**config.mk**
```make
export PLATFORM = sky130hd
export DESIGN_NAME = char_lcd_nibble_sequencer_flat
export DESIGN_NICKNAME = d
export VERILOG_FILES = /design/src/clns_pkg.sv /design/src/clns_req_if.sv /design/src/clns_rsp_if.sv /design/src/clns_front.sv /design/src/clns_queue.sv /design/src/clns_back.sv /design/src/char_lcd_nibble_sequencer.sv /design/src/flat_wrapper.sv
export SDC_FILE = /design/constraint.sdc
export NUM_CORES = 1
export LEC_CHECK = 0
export BUFFER_PORTS_ARGS = -buffer_cell sky130_fd_sc_hd__buf_4
export CAP_MARGIN = 20
export CORE_MARGIN = 3
export CORE_UTILIZATION = 61
export CTS_BUF_LIST = sky130_fd_sc_hd__clkbuf_4 sky130_fd_sc_hd__clkbuf_8
export DETAILED_ROUTE_END_ITERATION = 6
export GPL_TIMING_DRIVEN = 0
export PLACE_DENSITY = 0.83
export SLEW_MARGIN = 5
export SYNTH_ARGS = -nofsm -noshare
export SYNTH_HDL_FRONTEND = slang
export SYNTH_HIERARCHICAL = 1
export SYNTH_SLANG_ARGS = --single-unit
```
**constraint.sdc**
```tcl
create_clock -name i_clk -period 3.37 [get_ports i_clk]
set_input_delay 0.1685 -clock i_clk [delete_from_list [all_inputs] [get_ports i_clk]]
set_output_delay 0.1685 -clock i_clk [all_outputs]
set_load 0.02 [all_outputs]
```
**src/clns_pkg.sv**
```systemverilog
`timescale 1ns / 1ps
`default_nettype none
package clns_pkg;

    localparam int unsigned ROW_WIDTH    = 8;
    localparam int unsigned TICKS_PER_MS = 1500;

    typedef enum logic [1:0] {
        ACT_OPEN  = 2'd0,
        ACT_PUTC  = 2'd1,
        ACT_GOTO  = 2'd2,
        ACT_CLEAR = 2'd3
    } t_action;

    typedef enum logic [1:0] {
        JOB_REFUSE = 2'd0,
        JOB_OPEN   = 2'd1,
        JOB_CLEAR  = 2'd2,
        JOB_BYTE   = 2'd3
    } t_job_kind;

    typedef struct packed {
        t_job_kind  kind;
        logic       rs;
        logic [7:0] data;
    } t_job;

    typedef struct packed {
        logic [15:0] command_wait;
        logic [15:0] clear_wait;
        logic [15:0] init_short_wait;
    } t_cfg;

    typedef struct packed {
        logic        strobe_valid;
        logic        reg_select;
        logic [3:0]  nibble;
        logic [15:0] wait_ticks;
        logic        status;
        logic        last;
    } t_item;

    typedef struct packed {
        logic full;
        logic empty;
    } t_q_status;

    localparam logic [1:0] CFG_COMMAND_WAIT    = 2'd0;
    localparam logic [1:0] CFG_CLEAR_WAIT      = 2'd1;
    localparam logic [1:0] CFG_INIT_SHORT_WAIT = 2'd2;

    localparam logic [15:0] RST_COMMAND_WAIT    = 16'd135;
    localparam logic [15:0] RST_CLEAR_WAIT      = 16'd2460;
    localparam logic [15:0] RST_INIT_SHORT_WAIT = 16'd150;

    localparam logic [7:0] CHAR_CR  = 8'd13;
    localparam logic [7:0] CHAR_LF  = 8'd10;
    localparam logic [7:0] CHAR_TAB = 8'd9;

    localparam logic [7:0] CMD_CLEAR    = 8'h01;
    localparam logic [7:0] CMD_HOME     = 8'h02;
    localparam logic [7:0] CMD_ENTRY    = 8'h04 + 8'h02;
    localparam logic [7:0] CMD_DISPLAY  = 8'h0C;
    localparam logic [7:0] CMD_SHIFT    = 8'h10 + 8'h04;
    localparam logic [7:0] CMD_FUNCTION = 8'h20 + 8'h08;
    localparam logic [7:0] CMD_SET_ADDR = 8'h80;
    localparam logic [7:0] ROW2_OFFSET  = 8'h40;

    localparam logic [3:0] NIB_WAKE  = 4'h3;
    localparam logic [3:0] NIB_4BIT  = 4'h2;

    localparam logic [3:0] STEPS_REFUSE = 4'd1;
    localparam logic [3:0] STEPS_OPEN   = 4'd13;
    localparam logic [3:0] STEPS_CLEAR  = 4'd4;
    localparam logic [3:0] STEPS_BYTE   = 4'd2;

endpackage
`default_nettype wire

```
**src/clns_req_if.sv**
```systemverilog
`timescale 1ns / 1ps
`default_nettype none
interface clns_req_if;
    logic       valid;
    logic       ready;
    logic [1:0] action;
    logic [7:0] char_code;
    logic [7:0] row_number;
    logic [7:0] column_number;

    modport source (output valid, action, char_code, row_number, column_number,
                    input ready);
    modport sink (input valid, action, char_code, row_number, column_number,
                  output ready);
endinterface
`default_nettype wire

```
**src/clns_rsp_if.sv**
```systemverilog
`timescale 1ns / 1ps
`default_nettype none
interface clns_rsp_if;
    logic        valid;
    logic        ready;
    logic        strobe_valid;
    logic        reg_select;
    logic [3:0]  nibble;
    logic [15:0] wait_ticks;
    logic        status;
    logic        last;

    modport source (output valid, strobe_valid, reg_select, nibble, wait_ticks,
                    status, last, input ready);
    modport sink (input valid, strobe_valid, reg_select, nibble, wait_ticks,
                  status, last, output ready);
endinterface
`default_nettype wire

```
**src/clns_front.sv**
```systemverilog
`timescale 1ns / 1ps
`default_nettype none
module clns_front #(
    parameter int unsigned ROW_WIDTH = clns_pkg::ROW_WIDTH
) (
    input  wire logic          i_clk,
    input  wire logic          i_rst_n,
    clns_req_if.sink           i_req,
    input  wire logic          i_job_ready,
    output clns_pkg::t_job     o_job,
    output logic               o_job_valid,
    output logic               o_display_open
);

    localparam logic [7:0] COL_LIMIT = 8'(ROW_WIDTH);

    logic r_display_open;
    logic w_push;
    logic w_row_ok;
    logic w_col_ok;
    logic [7:0] w_goto_addr;

    assign i_req.ready    = i_job_ready;
    assign o_job_valid    = i_req.valid;
    assign w_push         = i_req.valid && i_job_ready;
    assign o_display_open = r_display_open;

    assign w_row_ok = (i_req.row_number == 8'd1) || (i_req.row_number == 8'd2);
    assign w_col_ok = (i_req.column_number != 8'd0) &&
                      (i_req.column_number <= COL_LIMIT);
    assign w_goto_addr = clns_pkg::CMD_SET_ADDR
                       + ((i_req.row_number == 8'd2) ? clns_pkg::ROW2_OFFSET : 8'd0)
                       + (i_req.column_number - 8'd1);

    always_comb begin
        o_job.kind = clns_pkg::JOB_REFUSE;
        o_job.rs   = 1'b0;
        o_job.data = 8'd0;
        unique case (clns_pkg::t_action'(i_req.action))
            clns_pkg::ACT_OPEN: begin
                if (!r_display_open) o_job.kind = clns_pkg::JOB_OPEN;
            end
            clns_pkg::ACT_PUTC: begin
                if (r_display_open) begin
                    if (i_req.char_code == clns_pkg::CHAR_CR ||
                        i_req.char_code == clns_pkg::CHAR_LF) begin
                        o_job.kind = clns_pkg::JOB_CLEAR;
                    end else if (i_req.char_code == clns_pkg::CHAR_TAB) begin
                        o_job.kind = clns_pkg::JOB_BYTE;
                        o_job.data = clns_pkg::CMD_SET_ADDR;
                    end else begin
                        o_job.kind = clns_pkg::JOB_BYTE;
                        o_job.rs   = 1'b1;
                        o_job.data = i_req.char_code;
                    end
                end
            end
            clns_pkg::ACT_GOTO: begin
                if (w_row_ok && w_col_ok) begin
                    o_job.kind = clns_pkg::JOB_BYTE;
                    o_job.data = w_goto_addr;
                end
            end
            clns_pkg::ACT_CLEAR: begin
                if (r_display_open) o_job.kind = clns_pkg::JOB_CLEAR;
            end
            default: o_job.kind = clns_pkg::JOB_REFUSE;
        endcase
    end

    always_ff @(posedge i_clk) begin
        if (!i_rst_n) begin
            r_display_open <= 1'b0;
        end else if (w_push && o_job.kind == clns_pkg::JOB_OPEN) begin
            r_display_open <= 1'b1;
        end
    end

endmodule
`default_nettype wire

```
**src/clns_queue.sv**
```systemverilog
`timescale 1ns / 1ps
`default_nettype none
module clns_queue (
    input  wire logic                i_clk,
    input  wire logic                i_rst_n,
    input  wire logic                i_push,
    input  wire clns_pkg::t_job      i_job,
    input  wire logic                i_pop,
    output clns_pkg::t_job           o_head,
    output clns_pkg::t_q_status      o_status
);

    clns_pkg::t_job r_mem [2];
    logic       r_wr_ptr;
    logic       r_rd_ptr;
    logic [1:0] r_count;

    assign o_head         = r_mem[r_rd_ptr];
    assign o_status.full  = (r_count == 2'd2);
    assign o_status.empty = (r_count == 2'd0);

    always_ff @(posedge i_clk) begin
        if (i_push) r_mem[r_wr_ptr] <= i_job;
    end

    always_ff @(posedge i_clk) begin
        if (!i_rst_n) begin
            r_wr_ptr <= 1'b0;
            r_rd_ptr <= 1'b0;
            r_count  <= 2'd0;
        end else begin
            if (i_push) r_wr_ptr <= ~r_wr_ptr;
            if (i_pop)  r_rd_ptr <= ~r_rd_ptr;
            unique case ({i_push, i_pop})
                2'b10:   r_count <= r_count + 2'd1;
                2'b01:   r_count <= r_count - 2'd1;
                default: r_count <= r_count;
            endcase
        end
    end

endmodule
`default_nettype wire

```
**src/clns_back.sv**
```systemverilog
`timescale 1ns / 1ps
`default_nettype none
module clns_back #(
    parameter int unsigned TICKS_PER_MS = clns_pkg::TICKS_PER_MS
) (
    input  wire logic          i_clk,
    input  wire logic          i_rst_n,
    input  wire clns_pkg::t_job i_job,
    input  wire logic          i_job_valid,
    input  wire clns_pkg::t_cfg i_cfg,
    output logic               o_pop,
    clns_rsp_if.source         o_rsp
);

    localparam int unsigned POWERUP_RAW = 20 * TICKS_PER_MS;
    localparam int unsigned SETTLE_RAW  = 5 * TICKS_PER_MS;
    localparam logic [15:0] POWERUP_TICKS =
        (POWERUP_RAW > 65535) ? 16'hFFFF : 16'(POWERUP_RAW);
    localparam logic [15:0] SETTLE_TICKS =
        (SETTLE_RAW > 65535) ? 16'hFFFF : 16'(SETTLE_RAW);

    logic [3:0]      r_step;
    logic            r_out_valid;
    clns_pkg::t_item r_out;

    logic [3:0]      w_steps;
    logic            w_last;
    logic            w_adv;
    logic [16:0]     w_clear_sum;
    logic [15:0]     w_clear_total;
    clns_pkg::t_item w_item;

    assign w_clear_sum   = {1'b0, i_cfg.command_wait} + {1'b0, i_cfg.clear_wait};
    assign w_clear_total = w_clear_sum[16] ? 16'hFFFF : w_clear_sum[15:0];

    always_comb begin
        unique case (i_job.kind)
            clns_pkg::JOB_REFUSE: w_steps = clns_pkg::STEPS_REFUSE;
            clns_pkg::JOB_OPEN:   w_steps = clns_pkg::STEPS_OPEN;
            clns_pkg::JOB_CLEAR:  w_steps = clns_pkg::STEPS_CLEAR;
            default:              w_steps = clns_pkg::STEPS_BYTE;
        endcase
    end

    assign w_last = (r_step == w_steps - 4'd1);
    assign w_adv  = i_job_valid && (!r_out_valid || o_rsp.ready);
    assign o_pop  = w_adv && w_last;

    always_comb begin
        logic [7:0]  v_byte;
        logic        v_rs;
        logic        v_hi;
        logic [15:0] v_lo_wait;
        v_byte    = i_job.data;
        v_rs      = 1'b0;
        v_hi      = ~r_step[0];
        v_lo_wait = i_cfg.command_wait;
        w_item    = '0;
        unique case (i_job.kind)
            clns_pkg::JOB_REFUSE: begin
                w_item.status = 1'b1;
            end
            clns_pkg::JOB_BYTE: begin
                v_rs = i_job.rs;
            end
            clns_pkg::JOB_CLEAR: begin
                v_byte    = r_step[1] ? clns_pkg::CMD_HOME : clns_pkg::CMD_CLEAR;
                v_lo_wait = w_clear_total;
            end
            default: begin
                v_hi = r_step[0];
                unique case (r_step)
                    4'd5, 4'd6:  v_byte = clns_pkg::CMD_ENTRY;
                    4'd7, 4'd8:  v_byte = clns_pkg::CMD_DISPLAY;
                    4'd9, 4'd10: v_byte = clns_pkg::CMD_SHIFT;
                    default:     v_byte = clns_pkg::CMD_FUNCTION;
                endcase
            end
        endcase
        if (i_job.kind != clns_pkg::JOB_REFUSE) begin
            w_item.strobe_valid = 1'b1;
            w_item.reg_select   = v_rs;
            w_item.nibble       = v_hi ? v_byte[7:4] : v_byte[3:0];
            w_item.wait_ticks   = v_hi ? 16'd0 : v_lo_wait;
        end
        if (i_job.kind == clns_pkg::JOB_OPEN && r_step < 4'd5) begin
            w_item.strobe_valid = (r_step != 4'd0);
            w_item.nibble       = (r_step == 4'd0) ? 4'd0 :
                                  (r_step == 4'd4) ? clns_pkg::NIB_4BIT :
                                  clns_pkg::NIB_WAKE;
            w_item.wait_ticks   = (r_step == 4'd0) ? POWERUP_TICKS :
                                  (r_step == 4'd1) ? SETTLE_TICKS :
                                  i_cfg.init_short_wait;
        end
        w_item.last = w_last;
    end

    always_ff @(posedge i_clk) begin
        if (!i_rst_n) begin
            r_step      <= 4'd0;
            r_out_valid <= 1'b0;
        end else begin
            if (w_adv) begin
                r_step      <= w_last ? 4'd0 : r_step + 4'd1;
                r_out_valid <= 1'b1;
            end else if (o_rsp.ready) begin
                r_out_valid <= 1'b0;
            end
        end
    end

    always_ff @(posedge i_clk) begin
        if (w_adv) r_out <= w_item;
    end

    assign o_rsp.valid        = r_out_valid;
    assign o_rsp.strobe_valid = r_out.strobe_valid;
    assign o_rsp.reg_select   = r_out.reg_select;
    assign o_rsp.nibble       = r_out.nibble;
    assign o_rsp.wait_ticks   = r_out.wait_ticks;
    assign o_rsp.status       = r_out.status;
    assign o_rsp.last         = r_out.last;

endmodule
`default_nettype wire

```
**src/char_lcd_nibble_sequencer.sv**
```systemverilog
`timescale 1ns / 1ps
// Sequencer for a 4-bit character LCD bus. Each request (open, put char,
// goto, clear) expands into 1 to 13 result items, each one enable strobe
// with register select and nibble, or a pure wait, plus the ticks to wait
// after it; the final item of a request carries last and the status. The
// back sequencer's step counter emits one item per clock while a request is
// queued and the result sink is ready; a request yields 1 item for a refusal,
// 2 for a byte, 4 for clear and 13 for open. A two-entry queue sits between
// the request classifier and the sequencer, so requests are taken every cycle
// while it has room; the first item of a request passes through the queue and
// the back sequencer's output register before it is presented. ROW_WIDTH sets
// the goto column limit and TICKS_PER_MS scales the power-up waits. The user
// is to write wait registers through the config port between requests, and
// they take effect for the following ones; the block does not enforce this.
`default_nettype none
module char_lcd_nibble_sequencer #(
    parameter int unsigned ROW_WIDTH    = clns_pkg::ROW_WIDTH,
    parameter int unsigned TICKS_PER_MS = clns_pkg::TICKS_PER_MS
) (
    input  wire logic        i_clk,
    input  wire logic        i_rst_n,
    clns_req_if.sink         i_req,
    clns_rsp_if.source       o_rsp,
    input  wire logic        i_cfg_we,
    input  wire logic [1:0]  i_cfg_index,
    input  wire logic [15:0] i_cfg_data
);

    clns_pkg::t_cfg      r_cfg;
    clns_pkg::t_job      w_front_job;
    clns_pkg::t_job      w_head_job;
    clns_pkg::t_q_status w_q_status;
    logic                w_front_valid;
    logic                w_push;
    logic                w_pop;
    logic                w_display_open;

    always_ff @(posedge i_clk) begin
        if (!i_rst_n) begin
            r_cfg.command_wait    <= clns_pkg::RST_COMMAND_WAIT;
            r_cfg.clear_wait      <= clns_pkg::RST_CLEAR_WAIT;
            r_cfg.init_short_wait <= clns_pkg::RST_INIT_SHORT_WAIT;
        end else if (i_cfg_we) begin
            unique case (i_cfg_index)
                clns_pkg::CFG_COMMAND_WAIT:    r_cfg.command_wait    <= i_cfg_data;
                clns_pkg::CFG_CLEAR_WAIT:      r_cfg.clear_wait      <= i_cfg_data;
                clns_pkg::CFG_INIT_SHORT_WAIT: r_cfg.init_short_wait <= i_cfg_data;
                default:                       r_cfg <= r_cfg;
            endcase
        end
    end

    clns_front #(
        .ROW_WIDTH (ROW_WIDTH)
    ) u_front (
        .i_clk          (i_clk),
        .i_rst_n        (i_rst_n),
        .i_req          (i_req),
        .i_job_ready    (!w_q_status.full),
        .o_job          (w_front_job),
        .o_job_valid    (w_front_valid),
        .o_display_open (w_display_open)
    );

    assign w_push = w_front_valid && !w_q_status.full;

    clns_queue u_queue (
        .i_clk    (i_clk),
        .i_rst_n  (i_rst_n),
        .i_push   (w_push),
        .i_job    (w_front_job),
        .i_pop    (w_pop),
        .o_head   (w_head_job),
        .o_status (w_q_status)
    );

    clns_back #(
        .TICKS_PER_MS (TICKS_PER_MS)
    ) u_back (
        .i_clk       (i_clk),
        .i_rst_n     (i_rst_n),
        .i_job       (w_head_job),
        .i_job_valid (!w_q_status.empty),
        .i_cfg       (r_cfg),
        .o_pop       (w_pop),
        .o_rsp       (o_rsp)
    );

    a_refusal_is_bare: assert property (@(posedge i_clk) disable iff (!i_rst_n)
        (o_rsp.valid && o_rsp.status) |->
            (o_rsp.last && !o_rsp.strobe_valid && o_rsp.wait_ticks == 16'd0))
        else $error("refusal item carries a strobe or a wait");

    a_open_follows_request: assert property (@(posedge i_clk) disable iff (!i_rst_n)
        $rose(w_display_open) |->
            $past(i_req.valid && i_req.ready && i_req.action == clns_pkg::ACT_OPEN))
        else $error("display opened without an accepted open request");

    a_pop_not_empty: assert property (@(posedge i_clk) disable iff (!i_rst_n)
        w_pop |-> !w_q_status.empty)
        else $error("queue popped while empty");

endmodule
`default_nettype wire
```
**src/flat_wrapper.sv**
```systemverilog
// flat-port wrapper written by rule: the top's interface ports become plain ports
module char_lcd_nibble_sequencer_flat 
#(
    parameter int unsigned ROW_WIDTH    = clns_pkg::ROW_WIDTH,
    parameter int unsigned TICKS_PER_MS = clns_pkg::TICKS_PER_MS
)
  (i_clk, i_rst_n, i_cfg_we, i_cfg_index, i_cfg_data, i_req_valid, i_req_action, i_req_char_code, i_req_row_number, i_req_column_number, i_req_ready, o_rsp_valid, o_rsp_strobe_valid, o_rsp_reg_select, o_rsp_nibble, o_rsp_wait_ticks, o_rsp_status, o_rsp_last, o_rsp_ready);
  clns_req_if i_req_i ();
  clns_rsp_if o_rsp_i ();
  input  wire logic i_clk;
  input  wire logic i_rst_n;
  input  wire logic i_cfg_we;
  input  wire logic [1:0] i_cfg_index;
  input  wire logic [15:0] i_cfg_data;
  input wire logic [$bits(i_req_i.valid)-1:0] i_req_valid;
  input wire logic [$bits(i_req_i.action)-1:0] i_req_action;
  input wire logic [$bits(i_req_i.char_code)-1:0] i_req_char_code;
  input wire logic [$bits(i_req_i.row_number)-1:0] i_req_row_number;
  input wire logic [$bits(i_req_i.column_number)-1:0] i_req_column_number;
  output wire logic [$bits(i_req_i.ready)-1:0] i_req_ready;
  output wire logic [$bits(o_rsp_i.valid)-1:0] o_rsp_valid;
  output wire logic [$bits(o_rsp_i.strobe_valid)-1:0] o_rsp_strobe_valid;
  output wire logic [$bits(o_rsp_i.reg_select)-1:0] o_rsp_reg_select;
  output wire logic [$bits(o_rsp_i.nibble)-1:0] o_rsp_nibble;
  output wire logic [$bits(o_rsp_i.wait_ticks)-1:0] o_rsp_wait_ticks;
  output wire logic [$bits(o_rsp_i.status)-1:0] o_rsp_status;
  output wire logic [$bits(o_rsp_i.last)-1:0] o_rsp_last;
  input wire logic [$bits(o_rsp_i.ready)-1:0] o_rsp_ready;
  assign i_req_i.valid = i_req_valid;
  assign i_req_i.action = i_req_action;
  assign i_req_i.char_code = i_req_char_code;
  assign i_req_i.row_number = i_req_row_number;
  assign i_req_i.column_number = i_req_column_number;
  assign i_req_ready = i_req_i.ready;
  assign o_rsp_valid = o_rsp_i.valid;
  assign o_rsp_strobe_valid = o_rsp_i.strobe_valid;
  assign o_rsp_reg_select = o_rsp_i.reg_select;
  assign o_rsp_nibble = o_rsp_i.nibble;
  assign o_rsp_wait_ticks = o_rsp_i.wait_ticks;
  assign o_rsp_status = o_rsp_i.status;
  assign o_rsp_last = o_rsp_i.last;
  assign o_rsp_i.ready = o_rsp_ready;
  char_lcd_nibble_sequencer #(.ROW_WIDTH(ROW_WIDTH), .TICKS_PER_MS(TICKS_PER_MS)) u_core (.i_clk(i_clk), .i_rst_n(i_rst_n), .i_req(i_req_i), .o_rsp(o_rsp_i), .i_cfg_we(i_cfg_we), .i_cfg_index(i_cfg_index), .i_cfg_data(i_cfg_data));
endmodule
```
Word-level counts from Yosys, hierarchy flattened
Memories as Yosys holds them, arrays and structs flattened. A register that Yosys moved wholly into a read port is not among the register bits.
Index checks and enable logic that the tools add are counted.
{"block": "classes", "n_lt_le_gt_ge": 2, "addsub": 8, "n_reduce_logical": 32, "n_eq_ne": 26, "n_bitwise": 3, "muxes": 39}
{"cell": "$mux W16", "n": 5}
{"cell": "$pmux W8 S2", "n": 2}
{"cell": "$eq A8 B4 Y1 const B", "n": 3}
{"cell": "$mux W22", "n": 1}
{"cell": "$mux W20", "n": 1}
{"cell": "$pmux W6 S3", "n": 1}
{"cell": "$add A16 B16 Y17", "n": 1}
{"cell": "$eq A4 B3 Y1 const B", "n": 4}
{"cell": "$mux W8", "n": 2}
{"cell": "$mux W1", "n": 15}
{"cell": "$eq A2 B2 Y1 const B", "n": 7}
{"cell": "$eq A4 B4 Y1 const B", "n": 3}
{"cell": "$pmux W4 S3", "n": 1}
{"cell": "$mux W11", "n": 1}
{"cell": "$eq A2 B1 Y1 const B", "n": 5}
{"cell": "$mux W9", "n": 1}
{"cell": "$add A8 B7 Y8 const A", "n": 1}
{"cell": "$add A8 B8 Y8", "n": 1}
{"cell": "$eq A8 B1 Y1 const B", "n": 1}
{"cell": "$eq A8 B2 Y1 const B", "n": 1}
{"cell": "$le A8 B4 Y1 const B", "n": 1}
{"cell": "$logic_not A2 Y1", "n": 4}
{"cell": "$mux W2", "n": 4}
{"cell": "$mux W4", "n": 2}
{"cell": "22 further kinds", "n": 42}
{"block": "totals", "mem_bits_rw": 22, "out_inout_bits": 26, "n_memories": 1, "inputBits": 49, "regBits": 82}
{"memory": "u_core.u_queue.r_mem", "depth": 2, "word_bits": 11, "rd": 1, "rd_ports_with_merged_regs": 1, "wr": 1, "line": "clns_queue.sv:13", "source": "clns_pkg::t_job r_mem [2];"}

Longest topological paths before layout
Gate-level depths: netlist of run 1.
{"block": "depth", "ltp_word": 7, "depth_mapped": 12, "ltp_nobuf": 11}

By module
The synthesis of run 1 kept the hierarchy.
{"mod": "clns_back", "cells_per_inst": 254, "area_per_inst_um2": 2428.6, "seq_area_each_um2": 820.8, "n_inst": 1}
{"mod": "char_lcd_nibble_sequencer", "cells_per_inst": 186, "area_per_inst_um2": 1875.5, "seq_area_each_um2": 960.9, "n_inst": 1}
{"mod": "clns_queue", "cells_per_inst": 56, "area_per_inst_um2": 1006.0, "seq_area_each_um2": 760.7, "n_inst": 1}
{"mod": "clns_front", "cells_per_inst": 97, "area_per_inst_um2": 733.2, "seq_area_each_um2": 20.0, "n_inst": 1}

Worst setup path before layout of run 1
Ideal clock, no wire load.
{"block": "synth_path", "path_kind": "register to register", "start": "register (tool-made name)", "end": "register u_core.u_back.r_out (netlist bit u_core/u_back/o_rsp.wait_ticks[11]) (data pin)", "setup_time_ns": 0.262, "path_buffers": 3, "arrival_ns": 2.363, "stages_incl_launch_ff": 12, "slack_ns": 0.745, "period_less_slack_ns": 2.625, "cell_sequence": "dfxtp_1 -> buf_2 -> mux2_2 -> inv_1 -> ha_1 -> clkbuf_2 -> inv_1 -> a2111oi_0 -> a32oi_2 -> buf_6 -> o221ai_1 -> o21ai_1"}
{"item": "end signal, assigned", "line": "clns_back.sv:113", "source": "if (w_adv) r_out <= w_item;"}
{"item": "end, declared", "line": "clns_back.sv:24", "source": "clns_pkg::t_item r_out;"}

==> summary.txt, run 1 <==
Die
  • Y dimension of the die: 106 um
  • Core box area: 9420 um^2
  • Standard-cell row count: 35
  • Chip Width: 106 um
  • Initial cell density of the core: 64.2%
  • Die footprint: 11100 um^2
  • Total I/O pin count: 75

Synthesis
  • Most common cell in the synthesized netlist: sky130_fd_sc_hd__nand2_1
  • Share of flip-flops with an asynchronous set or reset: 0%
  • Avg Cell Area, Syn: 10.2 um^2
  • Largest area contributor in the netlist: sky130_fd_sc_hd__edfxtp_1
  • Cell count after synthesis: 593
  • Syn_nets: 688
  • Flip-flop and latch count after synthesis: 105
  • Count of flip-flops with a built-in enable after synthesis: 46
  • Post-synth design cell area: 6040 um^2
  • Count of warnings emitted by yosys: 6
  • Sequential element share of the synthesized area: 42.4%
  • Unique cell type count in the Yosys netlist: 67
  • Synth Flop Type: sky130_fd_sc_hd__dfxtp_1
  • Area share of the leading cell type in the synthesized netlist: 22.9%
  • Leading post-synthesis cells by cell area: sky130_fd_sc_hd__edfxtp_1 23%, sky130_fd_sc_hd__dfxtp_1 20%, sky130_fd_sc_hd__ha_1 9.1%, sky130_fd_sc_hd__mux2i_1 7.3%, sky130_fd_sc_hd__nand2_1 4.7%
  • Most frequent cells after synthesis: 75 x sky130_fd_sc_hd__nand2_1, 59 x sky130_fd_sc_hd__dfxtp_1, 46 x sky130_fd_sc_hd__edfxtp_1

Power and ir drop
  • Switching power: 1.58 mW
  • Cell area power density: 609 nW/um^2
  • Sw frac: 37.1%
  • Cell Int Power: 2.67 mW
  • Leakage Power: 3.01 nW
  • Sequential share of power: 41.3%
  • Clock network power share: 19.1%
  • Worst-case vdd ir drop: 0.463 mV
  • Logic gate share of total power: 39.7%

GRT
  • First-pass GRT wire length: 23.2 mm
  • GR Util All Layers: 26.1%
  • Initial antenna violation count: 0
  • Vias in the first global route: 4695
  • Aggregate global routing overflow: 0
  • Largest net degree at the start of global routing: 31

STA
  • Final-layout setup total negative slack: 0 ns
  • Final hold viol count: 0
  • Final period utilization: 94.6%
  • Top achievable clock speed: 0.314 GHz
  • Relative max-transition margin: 34.8%
  • Count of final max-slew check failures: 0
  • Min cycle time layout: 3.19 ns
  • Number of failing setup endpoints in the final timing report: 0
  • Post-route worst hold slack: 0.0456 ns
  • Setup repair after global routing missed its margin: no
  • Setup Skew: 0.0225 ns
  • Worst Tran Pin Value: 0.974 ns

Finish
  • Area growth from synthesis to layout: 15.4%
  • Antenna diodes: 0
  • Post-Route Utilization: 74.1%
  • Fraction of layout cells with a size suffix above 1: 19.6%
  • Fin nets: 773
  • Fillcell total: 684
  • Non-filler cells in the finished layout: 812

Worst setup path
  • Critical Path Sink Type: register
  • Critical Path Source Type: register
  • Required arrival time at the worst endpoint: 3.52 ns
  • R2r setup slk: 0.18 ns
  • CP max FO: 10
  • Arrival time at the worst endpoint: 3.34 ns
  • Type of the worst setup path: register to register

Run
  • Number of max-cap violations: 0

Routing
  • Number of vias in the routed layout: 4759
  • Wire length on met3: 1.15 mm
  • Drt pass-1 iters: 6
  • Metal-1 WL: 6.18 mm
  • Initial detailed-routing violation count: 357
  • Wire length per cell: 17.7 um
  • Vias per cell: 5.86
  • WL met2: 6.76 mm
  • Number of nets with antenna violations after detailed routing: 0
  • DRC: 0
  • Total wire length after detailed routing: 14.3 mm
  • Highest routed layer: met4

Placement
  • Port Buf Inserts: 74
  • Routability congestion estimate from global placement: 0.934
  • Number of cells after detailed placement: 796
  • HPWL reported at the end of detailed placement: 10.5 mm

Clock tree
  • Clock-pin slew on the worst setup and hold paths: 0.12 ns
  • Clk root buf: sky130_fd_sc_hd__clkbuf_8
  • Buffer depth of the longest clock path: 2
  • H-Tree Level Count: 3
  • Number of buffers inserted by hold repair at cts: 0
  • Post-CTS Repair Setup Buffers: 0
  • TritonCTS clock tree: built
  • Number of buffers inserted during clock tree synthesis: 9
  • Clock insertion delay at the later pin of the skew report: 0.37 ns
  • Clk sink count: 105

Worst hold path
  • Path category of the worst min-delay check: primary input to register

Run status
  • Run status: finished, final reports clean
[area by class of cell]
class / count / area [um^2] / area share [%]
multi-input cells: 434 / 3230 / 46.4
repair buffers: 74 / 556 / 7.96
well taps: 129 / 161 / 2.31
clock inverters: 7 / 83.8 / 1.20
clock buffers: 9 / 124 / 1.78
flip-flops and latches: 105 / 2560 / 36.7
plain buffers: 26 / 150 / 2.15
inverters: 28 / 105 / 1.51
[state kept, by name, indices dropped and copies added (netlist names), 2 cells and up, named ones only]
register and count:
u_core/u_back/r_step 4, u_core/u_back/o_rsp.nibble 4, u_core/r_cfg 48, u_core/u_queue/r_count 2, u_core/u_back/o_rsp.wait_ticks 16, u_core/u_queue/r_mem 22
[final timing paths]
path / from / end / cells after the start
setup / recovery: u_core/u_back/r_step[0]$_SDFFE_PN0P_ / u_core/u_back/o_rsp.wait_ticks[6]$_DFFE_PP_ / 10
hold reg to reg: u_core/r_cfg[26]$_SDFFE_PN0P_ / u_core/r_cfg[26]$_SDFFE_PN0P_ / 2
setup reg to reg: u_core/u_back/r_step[0]$_SDFFE_PN0P_ / u_core/u_back/o_rsp.wait_ticks[6]$_DFFE_PP_ / 10
hold / removal: i_cfg_data[1] / u_core/r_cfg[17]$_SDFFE_PN0P_ / 3
[worst max-delay path, cell delays in order, from the launching register on]
cell and delay [ns]:
sky130_fd_sc_hd__dfxtp_1 0.38, sky130_fd_sc_hd__clkbuf_1 0.42, sky130_fd_sc_hd__inv_1 0.22, sky130_fd_sc_hd__ha_1 0.24
sky130_fd_sc_hd__nand2b_1 0.15, sky130_fd_sc_hd__and3b_1 0.18, sky130_fd_sc_hd__buf_2 0.16, sky130_fd_sc_hd__nor3_4 0.48
sky130_fd_sc_hd__clkbuf_2 0.38, sky130_fd_sc_hd__o221ai_1 0.17, sky130_fd_sc_hd__o21ai_0 0.17
[through the flow]
| stage | total power, mW | setup WS, ns | cell area [um^2] |
|---|---|---|---|
| detailed placement | 3.44 | 0.0310 | 6760 |
| finish | 4.25 | 0.182 | 6980 |
| global placement | 3.40 | 0.176 | 6760 |
| floorplan | 2.84 | 0.745 | 6040 |
| CTS | 4.25 | 0.0902 | 6970 |
| global route | 4.48 | 0.0231 | 6980 |
[cells by family after synthesis]
| group | count (synthesis) | synth area share (%) |
|---|---|---|
| simple gates | 187 | 16.5 |
| compound gates | 118 | 13.8 |
| flops | 105 | 42.4 |
| mux | 55 | 9.34 |
| buf+inv | 54 | 4.18 |
| fa+ha+maj | 46 | 9.77 |
| xor+xnor | 28 | 4.06 |
[metal layers]
metal  vias up  track usage, %
met3        18            4.29
li1       2293               -
met1      2252            35.6
met2       196            42.9
met4         0            8.05
met5         -               0
[repair_timing]
item                                    CTS  global route
cloned                                    0             0
hold endpoints to repair                  0             0
resized for setup                         1             3
pin swaps                                 0             0
endpoints found under the setup margin    1            10
[power by group through the flow]
stage                     Sequential, mW  Combinational, mW  Clock (mW)
after floorplan                     1.97              0.878           0
after global placement              1.77               1.63           0
after detailed placement            1.78               1.66           0
after CTS                           1.75               1.67       0.824
after global routing                1.78               1.82       0.873
final                               1.75               1.68       0.809
[placed cells by master, fill, tap and decap left out, drive strengths merged, types with 5 or more instances in the layout]
cell type	count
nand4b	6
clkbuf	21
xnor2	16
xor2	12
o21a	8
nand2b	12
dfxtp	59
mux2	11
o221ai	14
buf	88
inv	31
nor2	25
nor2b	23
nand2	77
nand3	7
a21oi	24
a21boi	5
mux2i	44
edfxtp	46
a21o	7
o211ai	5
o21ai	22
ha	44
and2	11
o22ai	5
Note: power is estimated with default switching activity, not from simulation.
==> run 2: changes to the inputs <==
--- a/config.mk
+++ b/config.mk
@@ -13,6 +13,7 @@
 export DETAILED_ROUTE_END_ITERATION = 6
 export GPL_TIMING_DRIVEN = 0
 export PLACE_DENSITY = 0.83
+export RECOVER_POWER = 25
 export SLEW_MARGIN = 5
 export SYNTH_ARGS = -nofsm -noshare
 export SYNTH_HDL_FRONTEND = slang
==> constraint.sdc (replaced) <==
create_clock -name i_clk -period 3.37 [get_ports i_clk]
set_input_delay 0.1685 -clock i_clk [delete_from_list [all_inputs] [get_ports i_clk]]
set_output_delay 0.1685 -clock i_clk [all_outputs]
set_load 0.01 [all_outputs]
==> run 2 against run 1 <==
  * First-iteration DRC count fell by 3.1%
  * Highest routed layer unchanged
  * Clock power barely moved
  * Non-clock buffer count did not move
  * Hold slack got worse by 0.0014 ns
  * Critical path type unchanged
  * Cell area fell by 0.29%
==> summary.txt, run 2 (synthesis results as in run 1) <==
Run status
  • Run status: finished, final reports clean

Routing
  • DRC: 0 (unchanged)
  • Vias per cell: 5.91 (+0.90%)
  • Number of vias in the routed layout: 4802 (+0.90%)
  • Total wire length after detailed routing: 14.4 mm (+0.73%)
  • Drt pass-1 iters: 5 (-1)
  • Wire length per cell: 17.8 um (+0.73%)
  • Number of nets with antenna violations after detailed routing: 0 (unchanged)
  • Initial detailed-routing violation count: 346 (-3.1%)

Die
  • Core box area: 9420 um^2 (unchanged)
  • Die footprint: 11100 um^2 (unchanged)
  • Standard-cell row count: 35 (unchanged)
  • Chip Width: 106 um (unchanged)
  • Total I/O pin count: 75 (unchanged)
  • Y dimension of the die: 106 um (unchanged)
  • Initial cell density of the core: 64.2% (unchanged)

STA
  • Count of final max-slew check failures: 0 (unchanged)
  • Top achievable clock speed: 0.312 GHz (-0.59%)
  • Min cycle time layout: 3.21 ns (+0.0189 ns)
  • Number of failing setup endpoints in the final timing report: 0 (unchanged)
  • Relative max-transition margin: 34.6% (-0.22 points)
  • Post-route worst hold slack: 0.0442 ns (-0.00137 ns)
  • Worst Tran Pin Value: 0.978 ns (+0.00327 ns)
  • Setup repair after global routing missed its margin: no
  • Final period utilization: 95.1% (+0.56 points)
  • Final hold viol count: 0 (unchanged)
  • Final-layout setup total negative slack: 0 ns (unchanged)
  • Setup Skew: 0.0219 ns (-0.000668 ns)

GRT
  • GR Util All Layers: 26.1% (unchanged)
  • Vias in the first global route: 4695 (unchanged)
  • Aggregate global routing overflow: 0 (unchanged)
  • Largest net degree at the start of global routing: 31 (unchanged)
  • Initial antenna violation count: 0 (unchanged)
  • First-pass GRT wire length: 23.2 mm (unchanged)

Placement
  • Routability congestion estimate from global placement: 0.934 (unchanged)
  • HPWL reported at the end of detailed placement: 10.5 mm (unchanged)
  • Cell area reported after detailed placement: 6760 um^2 (unchanged)
  • Port Buf Inserts: 74 (unchanged)

Power and ir drop
  • Design Power: 4.11 mW (-3.2%)
  • Worst-case vdd ir drop: 0.440 mV (-5.0%)
  • Leakage Power: 2.99 nW (-0.71%)
  • Cell area power density: 591 nW/um^2 (-2.9%)

Worst hold path
  • Hold path startpoint: i_cfg_data[1]
  • Path category of the worst min-delay check: primary input to register

Finish
  • Summed area of non-filler cells in the final layout: 6960 um^2 (-0.29%)
  • Area growth from synthesis to layout: 15.1%
  • Commonest non-fill, non-tap cells in the layout: 75 x sky130_fd_sc_hd__nand2_1, 74 x sky130_fd_sc_hd__buf_4, 59 x sky130_fd_sc_hd__dfxtp_1, 46 x sky130_fd_sc_hd__edfxtp_1
  • Fin nets: 773 (unchanged)
  • Antenna diodes: 0 (unchanged)
  • Fraction of layout cells with a size suffix above 1: 18.7% (-0.88 points)
  • Post-Route Utilization: 73.9% (-0.21 points)
  • Number of flip-flops in the largest register: 48 (unchanged)
  • Most flops, register: u_core/r_cfg
  • Most common cell after layout, fill and taps aside: sky130_fd_sc_hd__nand2_1

Worst setup path
  • Required arrival time at the worst endpoint: 3.48 ns (-0.04 ns)
  • Arrival time at the worst endpoint: 3.31 ns (-0.03 ns)
  • Critical Path Source Type: register
  • CP max FO: 10 (unchanged)
  • Critical Path Sink Type: register
  • Type of the worst setup path: register to register
  • R2r setup slk: 0.16 ns (-0.02 ns)

Clock tree
  • Clock-pin slew on the worst setup and hold paths: 0.12 ns (about the same)
  • Clock insertion delay at the later pin of the skew report: 0.37 ns (about the same)
  • Clk root buf: sky130_fd_sc_hd__clkbuf_8
  • H-Tree Level Count: 3 (unchanged)
  • Number of buffers inserted during clock tree synthesis: 9 (unchanged)
  • Number of buffers inserted by hold repair at cts: 0 (unchanged)
  • Post-CTS Repair Setup Buffers: 0 (unchanged)
  • Buffer depth of the longest clock path: 2 (unchanged)
  • Clk sink count: 105 (unchanged)
  • TritonCTS clock tree: built

Run
  • Number of max-cap violations: 0 (unchanged)
run 2: what timing repair did:
action / in CTS / in global routing
gates resized for setup: 1 / 3
pin swaps: 0 / 0
endpoints found under the setup margin: 1 / 10
run 2: routing by layer:
metal,share of wire [%],GRT usage (%)
met1,44,35.6
met4,1.8,8.05
met2,47,42.9
met3,7.6,4.29
met5,0,0
run 2: report_power, final:
part           total, mW  switching [mW]  leakage, nW  internal, mW
Combinational       1.55           0.917         1.96         0.630
Clock              0.812           0.455        0.102         0.357
Sequential          1.75          0.0949        0.931          1.66
run 2: critical path, stage by stage (launching register included):
cell and delay (ns):
sky130_fd_sc_hd__dfxtp_1 0.39, sky130_fd_sc_hd__buf_2 0.27, sky130_fd_sc_hd__mux2_2 0.42, sky130_fd_sc_hd__inv_1 0.09, sky130_fd_sc_hd__ha_1 0.23, sky130_fd_sc_hd__clkbuf_2 0.28, sky130_fd_sc_hd__inv_1 0.08, sky130_fd_sc_hd__a2111oi_2 0.35
sky130_fd_sc_hd__a32oi_2 0.22, sky130_fd_sc_hd__buf_6 0.24, sky130_fd_sc_hd__o221ai_1 0.26, sky130_fd_sc_hd__nand2_1 0.10
run 2: final cells by class:
cell class	instances	area, um^2
Buffer	26	149
Clock inverter	7	83.8
Fill cell	690	2460
Inverter	28	105
Timing Repair Buffer	74	537
Clock buffer	9	124
Sequential cell	105	2560
Tap cell	129	161
Multi-Input combinational cell	434	3230
run 2: through the flow:
stage / setup slack [ns] / cells
after global placement: 0.176 / 796
after CTS: 0.0902 / 812
after global routing: 0.0231 / 812
after floorplan: 0.745 / 593
after detailed placement: 0.0310 / 796
final: 0.164 / 812
run 2: final timing paths:
path | to | cells after the start
hold reg to reg | u_core/r_cfg[26]$_SDFFE_PN0P_ | 2
setup / recovery | u_core/u_back/o_rsp.wait_ticks[10]$_DFFE_PP_ | 11
setup reg to reg | u_core/u_back/o_rsp.wait_ticks[10]$_DFFE_PP_ | 11
hold / removal | u_core/r_cfg[17]$_SDFFE_PN0P_ | 3
==> run 3: changes to the inputs <==
--- a/config.mk
+++ b/config.mk
@@ -8,14 +8,13 @@
 export BUFFER_PORTS_ARGS = -buffer_cell sky130_fd_sc_hd__buf_4
 export CAP_MARGIN = 20
 export CORE_MARGIN = 3
-export CORE_UTILIZATION = 61
+export CORE_UTILIZATION = 60
 export CTS_BUF_LIST = sky130_fd_sc_hd__clkbuf_4 sky130_fd_sc_hd__clkbuf_8
 export DETAILED_ROUTE_END_ITERATION = 6
 export GPL_TIMING_DRIVEN = 0
-export PLACE_DENSITY = 0.83
+export PLACE_DENSITY = 0.82
 export RECOVER_POWER = 25
 export SLEW_MARGIN = 5
 export SYNTH_ARGS = -nofsm -noshare
 export SYNTH_HDL_FRONTEND = slang
-export SYNTH_HIERARCHICAL = 1
 export SYNTH_SLANG_ARGS = --single-unit
==> run 3 against run 2 <==
  * Total power is 1.6% higher
  * Clock skew shrank 0.0045 ns
  * Wire length about the same
  * Largest cell class unchanged
==> summary.txt, run 3 <==
Synthesis
  • Syn_nets: 712 (+3.5%)
  • Count of flip-flops with a built-in enable after synthesis: 46 (unchanged)
  • Sequential element share of the synthesized area: 43.9% (+1.5 points)
  • Post-synthesis simple-gate area fraction: 18.2% (+1.7 points)
  • Flip-flop and latch count after synthesis: 105 (unchanged)
  • Share of flip-flops with an asynchronous set or reset: 0% (unchanged)
  • Post-Synth XOR/XNOR Area: 4.05% (-0.0057 points)
  • Unique cell type count in the Yosys netlist: 64 (-4.5%)
  • Leading post-synthesis cells by cell area: sky130_fd_sc_hd__edfxtp_1 24%, sky130_fd_sc_hd__dfxtp_1 20%, sky130_fd_sc_hd__ha_1 9.0%, sky130_fd_sc_hd__nand2_1 8.3%, sky130_fd_sc_hd__a21boi_0 4.5%
  • Dominant combinational cell family by area after synthesis: compound AO/OA/AOI/OAI gates
  • Synth Flop Type: sky130_fd_sc_hd__dfxtp_1
  • Multiplexer share of the synthesized area: 2.08% (-7.3 points)
  • Fraction of the mapped netlist area in adder cells: 9.69% (-0.081 points)
  • Largest area contributor in the netlist: sky130_fd_sc_hd__edfxtp_1
  • Area share of the leading cell type in the synthesized netlist: 23.7% (+0.81 points)
  • Post-synth design cell area: 5840 um^2 (-3.4%)
  • Most frequent cells after synthesis: 129 x sky130_fd_sc_hd__nand2_1, 59 x sky130_fd_sc_hd__dfxtp_1, 46 x sky130_fd_sc_hd__edfxtp_1
  • Most common cell in the synthesized netlist: sky130_fd_sc_hd__nand2_1
  • Avg Cell Area, Syn: 9.43 um^2 (-7.5%)
  • Share of the synthesized area in compound gates (AO/OA/AOI/OAI): 19.0% (+5.2 points)
  • Cell count after synthesis: 619 (+4.4%)
  • Count of warnings emitted by yosys: 0 (-6)

STA
  • Relative max-transition margin: 35.5% (+0.92 points)
  • Count of final max-slew check failures: 0 (unchanged)
  • Final worst-path setup slack: 0.306 ns (+0.142 ns)
  • Worst Tran Pin Value: 0.964 ns (-0.0137 ns)
  • Top achievable clock speed: 0.326 GHz (+4.6%)
  • Setup repair after global routing missed its margin: no
  • Setup Skew: 0.0174 ns (-0.00446 ns)
  • Min cycle time layout: 3.06 ns (-0.142 ns)
  • Final hold viol count: 0 (unchanged)
  • Number of failing setup endpoints in the final timing report: 0 (unchanged)
  • Final-layout setup total negative slack: 0 ns (unchanged)
  • Final period utilization: 90.9% (-4.2 points)
  • Post-route worst hold slack: 0.0236 ns (-0.0206 ns)

Clock tree
  • Clock insertion delay at the later pin of the skew report: 0.38 ns (about the same)
  • Clk sink count: 105 (unchanged)
  • TritonCTS clock tree: built
  • Post-CTS Repair Setup Buffers: 0 (unchanged)
  • Clk root buf: sky130_fd_sc_hd__clkbuf_8
  • Clock-pin slew on the worst setup and hold paths: 0.11 ns (about the same)
  • Number of buffers inserted during clock tree synthesis: 9 (unchanged)
  • H-Tree Level Count: 3 (unchanged)
  • Buffer depth of the longest clock path: 2 (unchanged)

Die
  • Chip Width: 105 um (-0.87%)
  • Initial cell density of the core: 62.6% (-1.6 points)
  • Core box area: 9330 um^2 (-0.93%)
  • Die footprint: 10900 um^2 (-1.7%)
  • Standard-cell row count: 35 (unchanged)
  • Total I/O pin count: 75 (unchanged)
  • Y dimension of the die: 105 um (-0.87%)

GRT
  • Initial antenna violation count: 0 (unchanged)
  • First-pass GRT wire length: 23.5 mm (+1.5%)
  • Aggregate global routing overflow: 0 (unchanged)
  • Vias in the first global route: 4771 (+1.6%)
  • GR Util All Layers: 26.8% (+0.72 points)
  • Largest net degree at the start of global routing: 22 (-29%)

Power and ir drop
  • Cell area power density: 622 nW/um^2 (+5.2%)
  • Worst-case vdd ir drop: 0.578 mV (+32%)
  • Design Power: 4.18 mW (+1.6%)
  • Leakage Power: 2.66 nW (-11%)

Routing
  • Vias per cell: 5.95 (+0.55%)
  • Number of vias in the routed layout: 4977 (+3.6%)
  • Total wire length after detailed routing: 14.4 mm (about the same)
  • Wire length per cell: 17.3 um (-3.0%)
  • DRC: 0 (unchanged)
  • Number of nets with antenna violations after detailed routing: 0 (unchanged)
  • Initial detailed-routing violation count: 382 (+10%)
  • Drt pass-1 iters: 6 (+1)

Worst setup path
  • Critical Path Source Type: register
  • CP max FO: 11 (+1)
  • Critical Path Sink Type: register
  • Arrival time at the worst endpoint: 3.36 ns (+0.05 ns)
  • Type of the worst setup path: register to register
  • Required arrival time at the worst endpoint: 3.67 ns (+0.19 ns)

Finish
  • Number of flip-flops in the largest register: 48 (unchanged)
  • Commonest non-fill, non-tap cells in the layout: 129 x sky130_fd_sc_hd__nand2_1, 58 x sky130_fd_sc_hd__dfxtp_1, 53 x sky130_fd_sc_hd__buf_4, 46 x sky130_fd_sc_hd__edfxtp_1, 42 x sky130_fd_sc_hd__ha_1
  • Fraction of layout cells with a size suffix above 1: 14.1% (-4.6 points)
  • Multi-input gate area in the final layout: 3100 um^2 (-4.0%)
  • Most flops, register: u_core.r_cfg
  • Antenna diodes: 0 (unchanged)
  • Area growth from synthesis to layout: 15.2% (about the same)
  • Fillcell total: 715 (+3.6%)
  • Most common cell after layout, fill and taps aside: sky130_fd_sc_hd__nand2_1
  • Fin nets: 796 (+3.0%)
  • Sequential standard cell area: 2570 um^2 (+0.15%)

Run status
  • Run status: finished, final reports clean

Placement
  • Routability congestion estimate from global placement: 0.948 (+1.6%)
  • Worst-case setup slack after placement: -0.321 ns (-0.352 ns)
  • Port Buf Inserts: 73 (-1.4%)
  • HPWL reported at the end of detailed placement: 11.0 mm (+4.4%)

Run
  • Number of max-cap violations: 0 (unchanged)

Worst hold path
  • Path category of the worst min-delay check: primary input to register
run 3: what timing repair did:
| item | CTS | global route |
|---|---|---|
| resized for setup | 1 | 5 |
| hold buffers | 0 | 0 |
| endpoints found under the setup margin | 2 | 2 |
run 3: through the flow:
stage               instances  instance area (um^2)  util [%]
floorplan                 619                  5840         -
global placement          821                  6550      70.2
detailed placement        822                  6560      70.4
CTS                       837                  6780      72.7
global route              837                  6720      72.0
finish                    837                  6720      72.0
run 3: worst paths after layout:
check                                     from                                      to  slack [ns]  cells after the start
hold / removal                   i_cfg_data[8]           u_core.r_cfg[24]$_SDFFE_PN1P_        0.02                      3
setup / recovery                      register  u_core.u_queue.r_count[1]$_SDFFE_PN0P_        0.31                     10
hold reg to reg   u_core.r_cfg[6]$_SDFFE_PN0P_            u_core.r_cfg[6]$_SDFFE_PN0P_        0.47                      2
setup reg to reg                      register  u_core.u_queue.r_count[1]$_SDFFE_PN0P_        0.31                     10
run 3: cell families (layout without fill, tap and decap cells):
family / Yosys count / in the layout
xor+xnor: 27 / 27
mux: 12 / 12
fa+ha+maj: 44 / 44
buf+inv: 45 / 134
flops: 105 / 105
compound gates: 147 / 147
simple gates: 239 / 239
run 3: power breakdown:
part           switching [mW]  leakage (nW)  internal (mW)  total, mW
Clock                   0.459         0.111          0.425      0.884
Sequential              0.129         0.923           1.66       1.79
Combinational           0.930          1.62          0.572       1.50
Total                    1.52          2.66           2.66       4.18
run 3: worst max-delay path, stage by stage, from the launching register on:
cell and delay (ns):
sky130_fd_sc_hd__dfxtp_4 0.48, sky130_fd_sc_hd__mux2i_1 0.37, sky130_fd_sc_hd__ha_1 0.33, sky130_fd_sc_hd__clkbuf_2 0.26
sky130_fd_sc_hd__nor2_1 0.08, sky130_fd_sc_hd__xnor2_1 0.13, sky130_fd_sc_hd__a211oi_2 0.26, sky130_fd_sc_hd__and2_1 0.26
sky130_fd_sc_hd__ha_1 0.29, sky130_fd_sc_hd__or3_1 0.37, sky130_fd_sc_hd__a21boi_0 0.16
run 3: area by class of cell:
cell class / instances / share of cell area, %
Multi-Input combinational cell: 469 / 46.2
Sequential cell: 105 / 38.2
Timing Repair Buffer: 74 / 7.26
Tap cell: 129 / 2.40
Clock buffer: 9 / 1.84
Clock inverter: 7 / 1.47
Buffer: 22 / 1.42
Inverter: 22 / 1.23
run 3: metal layers:
layer / vias to the layer above / share of wire (%) / global-route usage, %
met5: - / 0 / 0
met2: 205 / 46 / 43.8
met3: 26 / 7.4 / 4.88
met4: 0 / 1.9 / 7.59
li1: 2362 / - / -
met1: 2384 / 44 / 36.8
